$ cat config.mk
export PLATFORM = sky130hd
export DESIGN_NAME = utf8_to_code_point_decoder
export DESIGN_NICKNAME = d
export VERILOG_FILES = /design/src/rtl/utf8d_pkg.sv /design/src/rtl/utf8_to_code_point_decoder.sv /design/src/rtl/utf8d_decode.sv
export VERILOG_INCLUDE_DIRS = /design/src /design/src/rtl
export SDC_FILE = /design/constraint.sdc
export NUM_CORES = 1
export LEC_CHECK = 0
export BUFFER_PORTS_ARGS = -buffer_cell sky130_fd_sc_hd__buf_4
export CAP_MARGIN = 20
export CORE_MARGIN = 2
export CORE_UTILIZATION = 33
export DETAILED_ROUTE_END_ITERATION = 16
export GPL_TIMING_DRIVEN = 0
export PLACE_DENSITY_LB_ADDON = 0.3
export SLEW_MARGIN = 20
export SYNTH_ARGS = -nofsm -noshare
export SYNTH_HDL_FRONTEND = slang
export SYNTH_SLANG_ARGS = --single-unit
$ cat constraint.sdc
create_clock -name i_clk -period 4.4 [get_ports i_clk]
set_input_delay 0.88 -clock i_clk [delete_from_list [all_inputs] [get_ports i_clk]]
set_output_delay 0.88 -clock i_clk [all_outputs]
set_load 0.05 [all_outputs]
$ cat src/rtl/utf8_to_code_point_decoder_macros.svh
// ----------------------------------------------------------------------------
// utf8 decoder assertion macros
// concurrent assertion shorthands on i_clk with the active-low reset
// ----------------------------------------------------------------------------
`ifndef UTF8_TO_CODE_POINT_DECODER_MACROS_SVH
`define UTF8_TO_CODE_POINT_DECODER_MACROS_SVH

// property holds at every clock edge out of reset
`define UTF8D_ASSERT(label, prop, msg) \
    label: assert property (@(posedge i_clk) disable iff (!i_rst_n) (prop)) else $error(msg);

// consequent holds in the cycle after the antecedent
`define UTF8D_ASSERT_NEXT(label, ante, cons, msg) \
    `UTF8D_ASSERT(label, (ante) |=> (cons), msg)

`endif

$ cat src/rtl/utf8d_pkg.sv
// ----------------------------------------------------------------------------
// utf8 decoder package
// constants and shared types of the utf8 to code point decoder
// ----------------------------------------------------------------------------
`default_nettype none

package utf8d_pkg;

    localparam int unsigned CP_W = 21;

    localparam logic [CP_W-1:0] REPLACEMENT_CP = 21'h00FFFD;

    localparam logic [7:0] CONT_MASK  = 8'hC0;
    localparam logic [7:0] CONT_TAG   = 8'h80;
    localparam logic [7:0] LEAD2_MASK = 8'hE0;
    localparam logic [7:0] LEAD2_TAG  = 8'hC0;
    localparam logic [7:0] LEAD3_MASK = 8'hF0;
    localparam logic [7:0] LEAD3_TAG  = 8'hE0;
    localparam logic [7:0] LEAD4_MASK = 8'hF8;
    localparam logic [7:0] LEAD4_TAG  = 8'hF0;

    typedef struct packed {
        logic            active;
        logic [1:0]      need;
        logic [1:0]      held;
        logic [CP_W-1:0] value;
    } t_seq_state;

    // replacement results first, then an optional tail result
    typedef struct packed {
        logic [1:0]      sub_cnt;
        logic            has_tail;
        logic [CP_W-1:0] tail_cp;
        logic            tail_subst;
        logic            text_end;
    } t_job;

endpackage

`default_nettype wire

$ cat src/rtl/utf8_to_code_point_decoder.sv
// ----------------------------------------------------------------------------
// utf8 to code point decoder
// path: a byte waits in the input register, then its results in the result job register
// throughput: one byte per cycle while each byte gives at most one result and the
//   receiver is ready; a byte with several results holds the single result register until all are taken
// reset: synchronous active low, clears the pipeline and any pending sequence
// ----------------------------------------------------------------------------
`default_nettype none

`include "utf8_to_code_point_decoder_macros.svh"

module utf8_to_code_point_decoder (
    input  wire logic        i_clk,
    input  wire logic        i_rst_n,
    input  wire logic        i_s_tvalid,
    output logic             o_s_tready,
    input  wire logic [7:0]  i_s_tdata,   // in_byte[7:0]
    input  wire logic        i_s_tlast,   // text_end
    output logic             o_m_tvalid,
    input  wire logic        i_m_tready,
    output logic [23:0]      o_m_tdata,   // code_point[20:0], zero fill[23:21]
    output logic [1:0]       o_m_tuser,   // substituted[0], run_last[1]
    output logic             o_m_tlast    // text_done
);

    logic                  r_in_valid;
    logic [7:0]            r_in_byte;
    logic                  r_in_last;
    utf8d_pkg::t_seq_state r_state;
    utf8d_pkg::t_seq_state n_state;
    logic                  r_job_valid;
    utf8d_pkg::t_job       r_job;
    utf8d_pkg::t_job       n_job;

    logic                       w_any;
    logic                       w_sel_sub;
    logic                       w_final;
    logic [utf8d_pkg::CP_W-1:0] w_cp;
    logic                       w_subst;
    logic                       w_out_hs;
    logic                       w_job_free;
    logic                       w_consume;
    logic                       w_in_hs;

    utf8d_decode u_decode (
        .i_state (r_state),
        .i_byte  (r_in_byte),
        .i_last  (r_in_last),
        .o_state (n_state),
        .o_job   (n_job),
        .o_any   (w_any)
    );

    assign w_sel_sub = r_job.sub_cnt != 2'd0;
    assign w_final   = w_sel_sub ? ((r_job.sub_cnt == 2'd1) && !r_job.has_tail) : 1'b1;
    assign w_cp      = w_sel_sub ? utf8d_pkg::REPLACEMENT_CP : r_job.tail_cp;
    assign w_subst   = w_sel_sub ? 1'b1 : r_job.tail_subst;

    assign w_out_hs   = r_job_valid && i_m_tready;
    assign w_job_free = !r_job_valid || (w_out_hs && w_final);
    assign w_consume  = r_in_valid && w_job_free;
    assign o_s_tready = !r_in_valid || w_consume;
    assign w_in_hs    = i_s_tvalid && o_s_tready;

    assign o_m_tvalid = r_job_valid;
    assign o_m_tdata  = {3'b000, w_cp};
    assign o_m_tuser  = {w_final, w_subst};
    assign o_m_tlast  = w_final && r_job.text_end;

    always_ff @(posedge i_clk) begin
        if (!i_rst_n) begin
            r_in_valid  <= 1'b0;
            r_job_valid <= 1'b0;
            r_state     <= '0;
        end else begin
            if (w_in_hs) begin
                r_in_valid <= 1'b1;
            end else if (w_consume) begin
                r_in_valid <= 1'b0;
            end
            if (w_consume) begin
                r_state <= n_state;
            end
            if (w_consume && w_any) begin
                r_job_valid <= 1'b1;
            end else if (w_out_hs && w_final) begin
                r_job_valid <= 1'b0;
            end
        end
    end

    always_ff @(posedge i_clk) begin
        if (w_in_hs) begin
            r_in_byte <= i_s_tdata;
            r_in_last <= i_s_tlast;
        end
        if (w_consume && w_any) begin
            r_job <= n_job;
        end else if (w_out_hs && !w_final && w_sel_sub) begin
            r_job.sub_cnt <= r_job.sub_cnt - 2'd1;
        end
    end

    `UTF8D_ASSERT(a_held_below_need, r_state.active |-> (r_state.held < r_state.need), "held count reached need")
    `UTF8D_ASSERT(a_idle_counts_zero, !r_state.active |-> ((r_state.held == 2'd0) && (r_state.need == 2'd0)), "counts left without sequence")
    `UTF8D_ASSERT_NEXT(a_end_clears_seq, w_consume && r_in_last, !r_state.active, "sequence kept past text end")
    `UTF8D_ASSERT(a_plain_is_final, (o_m_tvalid && !o_m_tuser[0]) |-> o_m_tuser[1], "decoded item not last of its byte")

endmodule

`default_nettype wire

$ cat src/rtl/utf8d_decode.sv
// ----------------------------------------------------------------------------
// utf8 byte decode
// next sequence state and the result job caused by one input byte
// ----------------------------------------------------------------------------
`default_nettype none

module utf8d_decode (
    input  wire utf8d_pkg::t_seq_state i_state,
    input  wire logic [7:0]            i_byte,
    input  wire logic                  i_last,
    output utf8d_pkg::t_seq_state      o_state,
    output utf8d_pkg::t_job            o_job,
    output logic                       o_any
);

    logic                       w_cont;
    logic [1:0]                 w_held_inc;
    logic [utf8d_pkg::CP_W-1:0] w_shifted;

    logic                       f_tail;
    logic [utf8d_pkg::CP_W-1:0] f_cp;
    logic                       f_subst;
    logic                       f_start;
    logic [1:0]                 f_need;
    logic [utf8d_pkg::CP_W-1:0] f_bits;

    assign w_cont     = (i_byte & utf8d_pkg::CONT_MASK) == utf8d_pkg::CONT_TAG;
    assign w_held_inc = i_state.held + 2'd1;
    assign w_shifted  = {i_state.value[utf8d_pkg::CP_W-7:0], i_byte[5:0]};

    // byte decoded with no sequence pending
    always_comb begin
        f_tail  = 1'b1;
        f_cp    = utf8d_pkg::REPLACEMENT_CP;
        f_subst = 1'b1;
        f_start = 1'b0;
        f_need  = 2'd0;
        f_bits  = '0;
        priority if (!i_byte[7]) begin
            f_cp    = {{(utf8d_pkg::CP_W-8){1'b0}}, i_byte};
            f_subst = 1'b0;
        end else if ((i_byte & utf8d_pkg::LEAD2_MASK) == utf8d_pkg::LEAD2_TAG) begin
            f_start = 1'b1;
            f_need  = 2'd1;
            f_bits  = {{(utf8d_pkg::CP_W-5){1'b0}}, i_byte[4:0]};
        end else if ((i_byte & utf8d_pkg::LEAD3_MASK) == utf8d_pkg::LEAD3_TAG) begin
            f_start = 1'b1;
            f_need  = 2'd2;
            f_bits  = {{(utf8d_pkg::CP_W-4){1'b0}}, i_byte[3:0]};
        end else if ((i_byte & utf8d_pkg::LEAD4_MASK) == utf8d_pkg::LEAD4_TAG) begin
            f_start = 1'b1;
            f_need  = 2'd3;
            f_bits  = {{(utf8d_pkg::CP_W-3){1'b0}}, i_byte[2:0]};
        end else begin
            f_tail = 1'b1;
        end
        // lead on the last byte of the text
        if (f_start) begin
            f_tail = i_last;
        end
        if (i_last) begin
            f_start = 1'b0;
        end
    end

    always_comb begin
        o_state          = i_state;
        o_job            = '0;
        o_job.text_end   = i_last;
        if (i_state.active && w_cont) begin
            o_state.value = w_shifted;
            o_state.held  = w_held_inc;
            if (w_held_inc == i_state.need) begin
                o_job.has_tail = 1'b1;
                o_job.tail_cp  = w_shifted;
                o_state        = '0;
            end else if (i_last) begin
                o_job.sub_cnt = w_held_inc + 2'd1;
                o_state       = '0;
            end
        end else begin
            if (i_state.active) begin
                o_job.sub_cnt = i_state.held + 2'd1;
            end
            o_job.has_tail   = f_tail;
            o_job.tail_cp    = f_cp;
            o_job.tail_subst = f_subst;
            o_state          = '0;
            if (f_start) begin
                o_state.active = 1'b1;
                o_state.need   = f_need;
                o_state.value  = f_bits;
            end
        end
        if (i_last) begin
            o_state = '0;
        end
    end

    assign o_any = (o_job.sub_cnt != 2'd0) || o_job.has_tail;

endmodule

`default_nettype wire

Yosys cells after proc, flatten, opt, wreduce, memory -nomap -nowiden --
Index checks and enable logic that the tools add are counted.
Storage, ports and cells: flip-flop bits (word level) 57, bits in latches 0, memory bits (writable) 0, memory bits (read-only) 0, output and inout bits 29, logic and storage cells 81, memories 0
Cells by class: $add $sub $neg 3, $mul 0, div/mod/pow operators 0, magnitude comparators 0, equal/unequal tests 7, shifts and indexed selects 0, muxes and demuxes 35, bitwise operators 0, reductions and logical operators 23
Operators by type and width (count):
- two-way mux 21 bit | 5
- two-way mux 26 bit | 3
- two-way mux 24 bit | 1
- two-way mux 22 bit | 1
- two-way mux 2 bit | 9
- two-way mux 16 bit | 1
- two-way mux 1 bit | 13
- logical AND 1 bit | 10
- nonzero test 2 bit | 5
- two-way mux 3 bit | 2
- equality test 5 bit (second input constant) | 1
- adder 2 x 1 -> 2 bit (second input constant) | 2
- equality test 4 bit (second input constant) | 1
- zero test 1 bit | 4
- equality test 3 bit (second input constant) | 1
- logical OR 1 bit | 3
- != test 3 bit (second input constant) | 1
- equality test 2 x 1 -> 1 bit (second input constant) | 1
- equality test 2 bit | 1
- equality test 2 bit (second input constant) | 1
- AND reduction 2 bit | 1
- subtractor 2 x 1 -> 2 bit (second input constant) | 1

Logic depth before layout (Yosys ltp) --
Gate-level depths: netlist of the first run.
depth in word-level cells 11, gate-level depth with buffers 9, depth with buffers taken out 7

By module --
Synthesis of the first run repeated with hierarchy kept, for this count alone.
Unflattened totals: cells, all modules 345, area, all modules 3295.7 µm²
By module, submodules not included:
- utf8_to_code_point_decoder | times used 1, cells each 211, area an instance 2552.4 µm²
- utf8d_decode | times used 1, cells each 134, area an instance 743.2 µm²

Least setup slack after synthesis of the first run --
OpenSTA, ideal clock, no wires.
path type reg2reg, from register r_in_byte[6], to register r_job[0] (netlist name), enable pin, library setup time 0.405 ns, arrival time 2.269 ns, data required time 3.995 ns, slack 1.726 ns, cell stages (with the launch flop) 7, path buffers 1, path through edfxtp_1 -> and3b_1 -> clkbuf_1 -> o2111ai_1 -> nand2_1 -> nor2_1 -> nor2_1
Between the ends: word-level cells in the longest chain between the ends 9, elaborated cells on any way between the ends 14
Ends and longest elaborated chain:
- start: declaration | line utf8_to_code_point_decoder.sv:27 | logic [7:0] r_in_byte;
- start signal: assignment | line utf8_to_code_point_decoder.sv:94 | r_in_byte <= i_s_tdata;
- equality test 5 bit | line utf8d_decode.sv:50 | end else if ((i_byte & utf8d_pkg::LEAD4_MASK) == utf8d_pkg::LEAD4_TAG) begin
- two-way mux 1 bit | line utf8d_decode.sv:50
- two-way mux 1 bit | line utf8d_decode.sv:46 | end else if ((i_byte & utf8d_pkg::LEAD3_MASK) == utf8d_pkg::LEAD3_TAG) begin
- two-way mux 1 bit | line utf8d_decode.sv:42 | end else if ((i_byte & utf8d_pkg::LEAD2_MASK) == utf8d_pkg::LEAD2_TAG) begin
- two-way mux 1 bit | line utf8d_decode.sv:39 | priority if (!i_byte[7]) begin
- two-way mux 1 bit | line utf8d_decode.sv:58 | if (f_start) begin
- two-way mux 24 bit * | line utf8d_decode.sv:70 | if (i_state.active && w_cont) begin
- logical OR 1 bit * | line utf8d_decode.sv:100 | assign o_any = (o_job.sub_cnt != 2'd0) || o_job.has_tail;
- logical AND 1 bit * | line utf8_to_code_point_decoder.sv:97 | if (w_consume && w_any) begin
- end signal: assignment | line utf8_to_code_point_decoder.sv:98 | r_job <= n_job;
- end: declaration | line utf8_to_code_point_decoder.sv:32 | utf8d_pkg::t_job r_job;
Every way passes the cells marked *; elsewhere a longest branch is shown, timed or not. A chain may end at the register's enable or synchronous reset.

Worst setup path in the final report of the first run --
from register r_job[24] (netlist name), to output port o_m_tdata[16]
Between the ends: word-level cells in the longest chain between the ends 2
Ends and longest elaborated chain:
- nonzero test 2 bit | line utf8_to_code_point_decoder.sv:54 | assign w_sel_sub = r_job.sub_cnt != 2'd0;
- two-way mux 21 bit | line utf8_to_code_point_decoder.sv:56 | assign w_cp = w_sel_sub ? utf8d_pkg::REPLACEMENT_CP : r_job.tail_cp;
- end: declaration | line utf8_to_code_point_decoder.sv:21 | output logic [23:0] o_m_tdata,
Every way passes these cells.

==> metrics.yaml, run 1 <==
sta:
  rsz0062_at_grt: "false"
  skew_ns: 0.0104
  setup-tns-final_ns: 0
  hold_viol_final: 0
  max_freq_mhz: 351
  fin_crit_sh_pct: 64.8
  worst_slew_pin_slew_ns: 0.926
  setup_viol: 0
  slew_headroom_pct: 38.0
  fin_crit_ns: 2.85
  slew_viol_final: 0
  setup_slack_ns: 1.55
cts:
  path_clk_slew_ns: 0.06
  clock_path_buffers: 2
  post_cts_buffers: 0
  root_buffer: "clkbuf_8"
  cts_tree: "done"
  numCtsBuffers: 9
  ctsHtreeMaxLevel: 3
  clock-sinks: 57
  cts_hold_buf: 0
  cts.repair.resized: 0
  clk-insertion-delay-late_ns: 0.34
route:
  dr.pass1.iters: 4
  viasPerCell: 4.59
  drc: 0
  vias: 1709
  wirelength_um: 4850
  drt_iter0_markers: 60
  drtAntennaViolNets: 0
  routedWlPerCell_um: 13.0
logic_synthesis:
  ys_ff_latch: 57
  synth_edf_count: 35
  ys_seq_area_share_pct: 57.9
  syn_area_per_cell_sq_um: 12.0
  syn_area_sq_um: 2570
  synth_ff_type: "edfxtp_1"
  yosysWarnings: 0
  syn_inst: 214
  synthArstFlopShare_pct: 0
  synth_cell_type_count: 51
global_route:
  grt_pass1_wl_um: 7990
  grt_max_degree: 25
  grt_usage_pct: 12.2
  grt_overflow: 0
  antenna_found_initial: 0
  grt_pass1_vias: 1629
cells_and_area:
  layout_common_cells: "45 x buf_4, 35 x edfxtp_1, 22 x dfxtp_1, 19 x nand2b_1, 16 x a21o_1"
  fin_nets: 280
  drive_gt1_share_pct: 27.8
  final_area_sq_um: 3220
  diodes: 0
  synthToLayoutAreaGrowth_pct: 25.1
  mostFrequentLayoutCell: "buf_4"
  layout.cells.non_filler: 372
critical_path:
  cp_max_fo: 10
  arrival_ns: 1.97
  r2r_start: "r_in_byte[6]"
  path_class: "reg2out"
  reg2reg_depth: 6
  critPathRequiredTime_ns: 3.52
  cp-end-kind: "output pin"
  r2r_slack_ns: 2.02
  timing.rr.end: "r_job[2]"
  cp-startpoint: "r_job[24]"
  cp-start-kind: "register"
  crit_path_end: "o_m_tdata[16]"
placed_design:
  placed_cell_area_sq_um: 3000
  numPortBuffers: 38
  place_inst: 356
  pre_cts_ws_ns: 1.87
  gp_congestion: 0.776
  place_hpwl_um: 3460
die:
  dieArea_sq_um: 8520
  die_x_um: 92.3
  num_rows: 32
  die_h_um: 92.3
  start_util_pct: 33.7
  ios: 42
  core_area_sq_um: 7650
worst_hold_path:
  min_path_type: "reg2reg"
  holdPathStages: 1
run_status:
  status: "complete, no violations"
pwr:
  irDropWorstVdd_mv: 0.210
  leakage_nw: 1.28
  p_per_area_nw_per_um2: 408
job:
  cap_violations: 0
cells in the mapped netlist, drive strengths merged (2+ instances only):
library cell   n  share of area (%)
a22o          13                4.4
mux2           2                1.0
inv            6               0.87
nand3b         2               0.58
dfxtp         22                 17
a21oi          3               0.73
edfxtp        35                 41
nand3          3               0.58
nor2           7                1.1
ha             2               0.97
and2           9                2.2
a21o          16                4.7
nand2         15                2.5
o21ai          8                1.6
and3           5                1.2
clkbuf         6               0.87
a21boi         6                1.7
nand2b        19                4.6
buf            9                2.4
mux2i          4                1.7
layout make-up:
class | instances | area, sq um
tap | 102 | 128
inverter | 6 | 22.5
multi-input combinational | 138 | 990
fill | 738 | 4430
buffer | 15 | 85.1
clock inverter | 2 | 35.0
clock buffer | 14 | 183
timing repair buffer | 38 | 285
sequential | 57 | 1490
metal layers:
metal | vias up | routed length [um] | track usage, %
met3 | 6 | 227 | 3.42
li1 | 875 | - | -
met1 | 781 | 2320 | 16.1
met4 | 0 | 58 | 6.72
met2 | 47 | 2250 | 18.2
met5 | - | 0 | 0
cell families after synthesis:
logic type               share of synthesized area [%]
multiplexers                                      2.72
AND/OR/NAND/NOR                                   15.4
XOR/XNOR                                         0.973
AO/OA/AOI/OAI                                     17.6
other                                            0.146
buffers and inverters                             4.18
adder cells (fa/ha/maj)                          0.972
flip-flops                                        57.9
critical path: stages, from the launching register on:
cell	delay, ns
edfxtp_1	0.41
inv_1	0.08
ha_1	0.43
clkbuf_1	0.33
and2_1	0.18
buf_4	0.19
worst min path at each step:
| stage | slack, ns | start | endpoint |
|---|---|---|---|
| 2_1_floorplan | 0.44 | r_state[10] | r_state[10] |
| 3_5_place_dp | 0.46 | r_state[13] | r_state[13] |
| 3_3_place_gp | 0.46 | r_state[13] | r_state[13] |
| 4_1_cts | 0.48 | r_state[13] | r_state[13] |
| 5_1_grt | 0.50 | r_state[13] | r_state[13] |
| 6_report | 0.47 | r_state[11] | r_state[11] |
state kept, by name, indices dropped and copies added, names as in the netlist:
signal	flops
r_state	20
r_in_valid	1
r_in_last	1
o_m_tvalid	1
r_in_byte	8
r_job	26
stage by stage:
stage	total power, W	utilization (%)	hold WS [ns]
5_1_grt	0.00137	42.1	0.499
3_3_place_gp	0.000802	39.2	0.455
4_1_cts	0.00132	42.1	0.477
6_report	0.00131	42.1	0.472
2_1_floorplan	0.000748	-	0.440
3_5_place_dp	0.000805	39.3	0.464
power by group:
part           internal, W  leakage [nW]  total, W  switching [W]
Clock             0.000323         0.113  0.000522       0.000199
Combinational    0.0000618         0.661  0.000186       0.000124
Sequential        0.000593         0.504  0.000605      0.0000127
Total             0.000977          1.28   0.00131       0.000336
No activity file was read; power rests on OpenSTA's default activity.
==> run 2, diff against run 1 <==
- ABC_AREA: unset -> 1
- clock period: 4.4 -> 2.4 ns (I/O delays scaled with it)
==> run 2 against run 1 <==
Effect of this change:
- count of clock-buffer cells in the layout down 1
- highest routed layer unchanged
- synthesized area up 0.92%
- register-to-register slack worse by 1.9 ns
- die area up 0.89%
- cell area down 0.16%
- total power up 73%
- combinational power up 65%
- via count up 13%
- clock skew down 0.0016 ns
- non-clock buffer count down 3
==> metrics.yaml, run 2 <==
pwr:
  leakage_nw: 1.40
  power_w: 0.00227
  p_per_area_nw_per_um2: 707
  irDropWorstVdd_mv: 0.361
critical_path:
  critPathRequiredTime_ns: 2.42
  cp_slowest_stage_delay_ns: 0.39
  cp-start-kind: "register"
  cp_max_fo: 24
  arrival_ns: 2.28
  worst_path_most_repeated_cell: "nand2_1"
  cp-end-kind: "register"
  path_class: "reg2reg"
  crit_family: "buffers and inverters"
  path_cells: "inv_1, ha_1, a21oi_2, o21ai_2, nand2_1, buf_2, inv_2, nand2_1, inv_6"
  crit_buf_inv: 4
  cpMaxStageDelayCell: "edfxtp_1"
cells_and_area:
  top_register: "r_job"
  diodes: 0
  mostFrequentLayoutCell: "nand2_1"
  layout_common_cells: "87 x nand2_1, 43 x buf_4, 42 x inv_1, 35 x edfxtp_1, 25 x nor2_1"
  synthToLayoutAreaGrowth_pct: 23.7
  largestRegisters: "r_job x26, r_state x20, r_in_byte x8"
  final_core_util_pct: 41.8
  largest_reg_flops: 26
  final_area_sq_um: 3210
  drive_gt1_share_pct: 24.0
  fin_nets: 356
route:
  viasPerCell: 4.32
  wirelength_um: 5010
  drtAntennaViolNets: 0
  dr.pass1.iters: 4
  vias: 1935
  routedWlPerCell_um: 11.2
  drc: 0
  drt_iter0_markers: 141
cts:
  cts_tree: "done"
  cts.repair.resized: 1
  clk-insertion-delay-late_ns: 0.33
  post_cts_buffers: 0
  cts_hold_buf: 0
  root_buffer: "clkbuf_8"
  clock-sinks: 57
  numCtsBuffers: 9
  path_clk_slew_ns: 0.06
  ctsHtreeMaxLevel: 3
  clock_path_buffers: 2
sta:
  slew_viol_final: 0
  skew_ns: 0.00883
  max_freq_mhz: 442
  hold_ws_ns: 0.324
  fin_crit_ns: 2.26
  rsz0062_at_grt: "true"
  fin_crit_sh_pct: 94.3
  setup_viol: 0
  hold_viol_final: 0
  setup_slack_ns: 0.136
logic_synthesis:
  ys_ff_latch: 57
  ys_seq_area_share_pct: 57.4
  synth_ff_type: "edfxtp_1"
  syn_area_per_cell_sq_um: 8.96
  yosys.area.top_type: "edfxtp_1"
  synthTopCellsByCount: "87 x nand2_1, 42 x inv_1, 35 x edfxtp_1"
  synth_edf_count: 35
  yosysWarnings: 0
  synth_area_leaders: "edfxtp_1 40%, dfxtp_1 17%, nand2_1 13%"
  synthArstFlopShare_pct: 0
  syn_inst: 290
  synth_cell_type_count: 34
  synth_top_area_share_pct: 40.5
  synth_most_common_cell: "nand2_1"
  syn_area_sq_um: 2600
die:
  ios: 42
  core_area_sq_um: 7690
  die_x_um: 92.7
  die_h_um: 92.7
  dieArea_sq_um: 8600
  start_util_pct: 33.8
  num_rows: 32
run_status:
  status: "complete, no violations"
global_route:
  antenna_found_initial: 0
  grt_max_degree: 25
  grt_usage_pct: 13.3
  grt_pass1_wl_um: 8620
  grt_overflow: 0
  grt_pass1_vias: 1858
placed_design:
  pre_cts_ws_ns: -0.0394
  numPortBuffers: 38
  placed_cell_area_sq_um: 3020
  gp_congestion: 0.848
  place_hpwl_um: 3710
worst_hold_path:
  min_path_type: "in2reg"
job:
  cap_violations: 0
run 2: cell types whose count changed in the layout (fill, tap and decap cells not counted), sizes merged, moves of 13 or more:
cell / before / now
inv: 6 / 51
nor2: 7 / 28
a22o: 13 / 0
nand2b: 19 / 0
a21o: 16 / 0
nand2: 15 / 90
run 2: worst paths after layout:
kind,startpoint,to,slack [ns],cells after the start
hold / removal,i_s_tdata[1],r_in_byte[1],0.32,1
setup / recovery,r_job[24],r_job[10],0.14,9
setup reg to reg,r_job[24],r_job[10],0.14,9
hold reg to reg,r_state[4],r_state[4],0.49,2
run 2: power breakdown:
part | leakage (nW) | switching [W] | internal (W)
registers | 0.505 | 0.0000207 | 0.00109
logic | 0.796 | 0.000219 | 0.0000884
clock network | 0.0974 | 0.000354 | 0.000505
run 2: kinds of logic after synthesis:
kind of cell | share of synthesized area, %
flops | 57.4
simple gates | 23.4
compound gates | 7.71
buf+inv | 10.4
other cells | 0.144
fa+ha+maj | 0.963
run 2: per-stage QoR:
| stage | setup TNS (ns) | instances |
|---|---|---|
| floorplan | 0 | 292 |
| global placement | -0.729 | 432 |
| detailed placement | -0.913 | 432 |
| CTS | 0 | 448 |
| global route | -0.121 | 448 |
| finish | 0 | 448 |
run 2: cell type report:
| cell class | count | area, sq um |
|---|---|---|
| Fill cell | 782 | 4470 |
| Clock inverter | 3 | 40.0 |
| Buffer | 12 | 76.3 |
| Inverter | 52 | 200 |
| Clock buffer | 13 | 149 |
| Sequential cell | 57 | 1490 |
| Multi-Input combinational cell | 171 | 845 |
| Timing Repair Buffer | 38 | 285 |
| Tap cell | 102 | 128 |
run 2: layer usage:
| layer | part of all wire [%] | track usage (%) |
|---|---|---|
| met1 | 47 | 16.7 |
| met2 | 45 | 20.7 |
| met3 | 6.2 | 4.88 |
| met4 | 1.8 | 5.64 |
| met5 | 0 | 0 |
run 2: worst reg2reg max path: stages (launching register included):
cell	delay [ns]
edfxtp_1	0.39
inv_1	0.09
ha_1	0.26
a21oi_2	0.08
o21ai_2	0.20
nand2_1	0.14
buf_2	0.22
inv_2	0.12
nand2_1	0.18
inv_6	0.25
==> run 3, diff against run 2 <==
- CORE_ASPECT_RATIO: unset -> 0.7
- CORE_MARGIN: 2 -> unset
==> run 3 against run 2 <==
Effect of this change:
- cell area up 1.9%
- clock skew up 0.0018 ns
- register-to-register slack better by 0.09 ns
- worst hold slack worse by 0.010 ns
- routed wire length up 8.4%
==> metrics.yaml, run 3 (synthesized netlist as in run 2, its figures left out) <==
route:
  vias: 1974
  drtAntennaViolNets: 0
  dr.pass1.iters: 5
  drc: 0
  viasPerCell: 4.44
  wirelength_um: 5430
  drt_iter0_markers: 118
  routedWlPerCell_um: 12.2
global_route:
  grt_overflow: 0
  antenna_found_initial: 0
  grt_pass1_vias: 1829
  grt_pass1_wl_um: 9000
  grt_usage_pct: 14.6
  grt_max_degree: 25
critical_path:
  reg2reg_depth: 9
  arrival_ns: 1.77
  path_class: "reg2out"
  cp_max_fo: 10
  r2r_slack_ns: 0.23
  cp-start-kind: "register"
  critPathRequiredTime_ns: 1.92
  r2r_start: "r_job[24]"
  cp-end-kind: "output pin"
  timing.rr.end: "r_job[0]"
placed_design:
  gp_congestion: 0.857
  placed_cell_area_sq_um: 3010
  place_hpwl_um: 3950
  numPortBuffers: 38
sta:
  slew_viol_final: 0
  setup_viol: 0
  hold_viol_final: 0
  fin_crit_sh_pct: 93.9
  setup-tns-final_ns: 0
  max_freq_mhz: 444
  fin_crit_ns: 2.25
  rsz0062_at_grt: "false"
  skew_ns: 0.0106
  hold_ws_ns: 0.314
worst_hold_path:
  min_path_type: "in2reg"
  hold_start: "i_s_tdata[3]"
  holdPathStages: 1
  holdPathEnd: "r_in_byte[3]"
run_status:
  status: "complete, no violations"
cts:
  post_cts_buffers: 0
  cts_tree: "done"
  clock-sinks: 57
  numCtsBuffers: 9
  path_clk_slew_ns: 0.07
  ctsHtreeMaxLevel: 3
  cts_hold_buf: 0
  clk-insertion-delay-late_ns: 0.34
  root_buffer: "clkbuf_8"
  clock_path_buffers: 2
pwr:
  irDropWorstVdd_mv: 0.480
  p_per_area_nw_per_um2: 776
  leakage_nw: 1.43
cells_and_area:
  mostFrequentLayoutCell: "nand2_1"
  fin_nets: 357
  layout_common_cells: "86 x nand2_1, 43 x buf_4, 42 x inv_1, 35 x edfxtp_1, 25 x nor2_1"
  largestRegisters: "r_job x26, r_state x20, r_in_byte x8"
  largest_reg_flops: 26
  synthToLayoutAreaGrowth_pct: 26.2
  drive_gt1_share_pct: 25.4
  diodes: 0
  top_register: "r_job"
  final_area_sq_um: 3280
job:
  cap_violations: 0
die:
  core_area_sq_um: 7450
  die_x_um: 108
  start_util_pct: 34.9
  num_rows: 26
  ios: 42
  dieArea_sq_um: 8240
  die_h_um: 76.2
run 3: cell count changes in the layout (fill, tap and decap cells not counted), sizes merged:
cell / previous run / this run
inv: 51 / 52
clkinv: 3 / 5
bufinv: 1 / 3
clkbuf: 17 / 13
run 3: metal layers:
layer | share of wire (%) | track usage (%) | up-vias
li1 | - | - | 1026
met3 | 6.2 | 5.82 | 8
met4 | 1.1 | 4.66 | 0
met5 | 0 | 0 | -
met2 | 42 | 20.7 | 44
met1 | 50 | 20.2 | 896
run 3: power breakdown:
group          total [W]  switching, W  leakage, nW  internal (W)
logic           0.000312      0.000223        0.802     0.0000889
clock network    0.00112      0.000424        0.124      0.000700
registers        0.00111     0.0000222        0.505       0.00108
run 3: worst max-delay path by stage:
stage | startpoint | to | slack [ns] | depth (start not counted)
2_1_floorplan | o_m_tvalid | r_job[0] | 0.28 | 7
3_3_place_gp | r_job[24] | r_job[2] | 0.08 | 9
3_5_place_dp | r_job[24] | r_job[4] | 0.02 | 9
4_1_cts | r_job[24] | o_m_tdata[6] | 0.009 | 5
5_1_grt | r_job[24] | o_m_tuser[0] | 0.01 | 6
6_report | r_job[24] | o_m_tuser[0] | 0.15 | 6
run 3: timing repair:
| item | in CTS | in global routing |
|---|---|---|
| gates resized for setup | 2 | 5 |
| endpoints found under the setup margin | 3 | 34 |
| hold endpoints to repair | 0 | 0 |
| cloned | 0 | 1 |
run 3: stage by stage:
step	total power (W)	std cells	worst slack (ns)	util, %
floorplan	0.00134	292	0.281	-
global placement	0.00143	428	0.0783	40.4
detailed placement	0.00144	428	0.0164	40.4
CTS	0.00255	444	0.00897	43.8
global route	0.00263	445	0.0119	44.0
finish	0.00254	445	0.147	44.0
run 3: layout make-up:
type	count	area [sq um]
Multi-Input combinational cell	171	847
Fill cell	720	4170
Clock inverter	7	125
Timing Repair inverter	1	5.00
Buffer	12	76.3
Clock buffer	9	124
Timing Repair Buffer	38	285
Inverter	52	200
Tap cell	98	123
Sequential cell	57	1490
run 3: worst max-delay path: stages (launching register included):
cell and delay, ns:
edfxtp_1 0.40, inv_1 0.11, ha_1 0.26, clkbuf_2 0.28
nand2_1 0.09, buf_4 0.13, buf_4 0.18
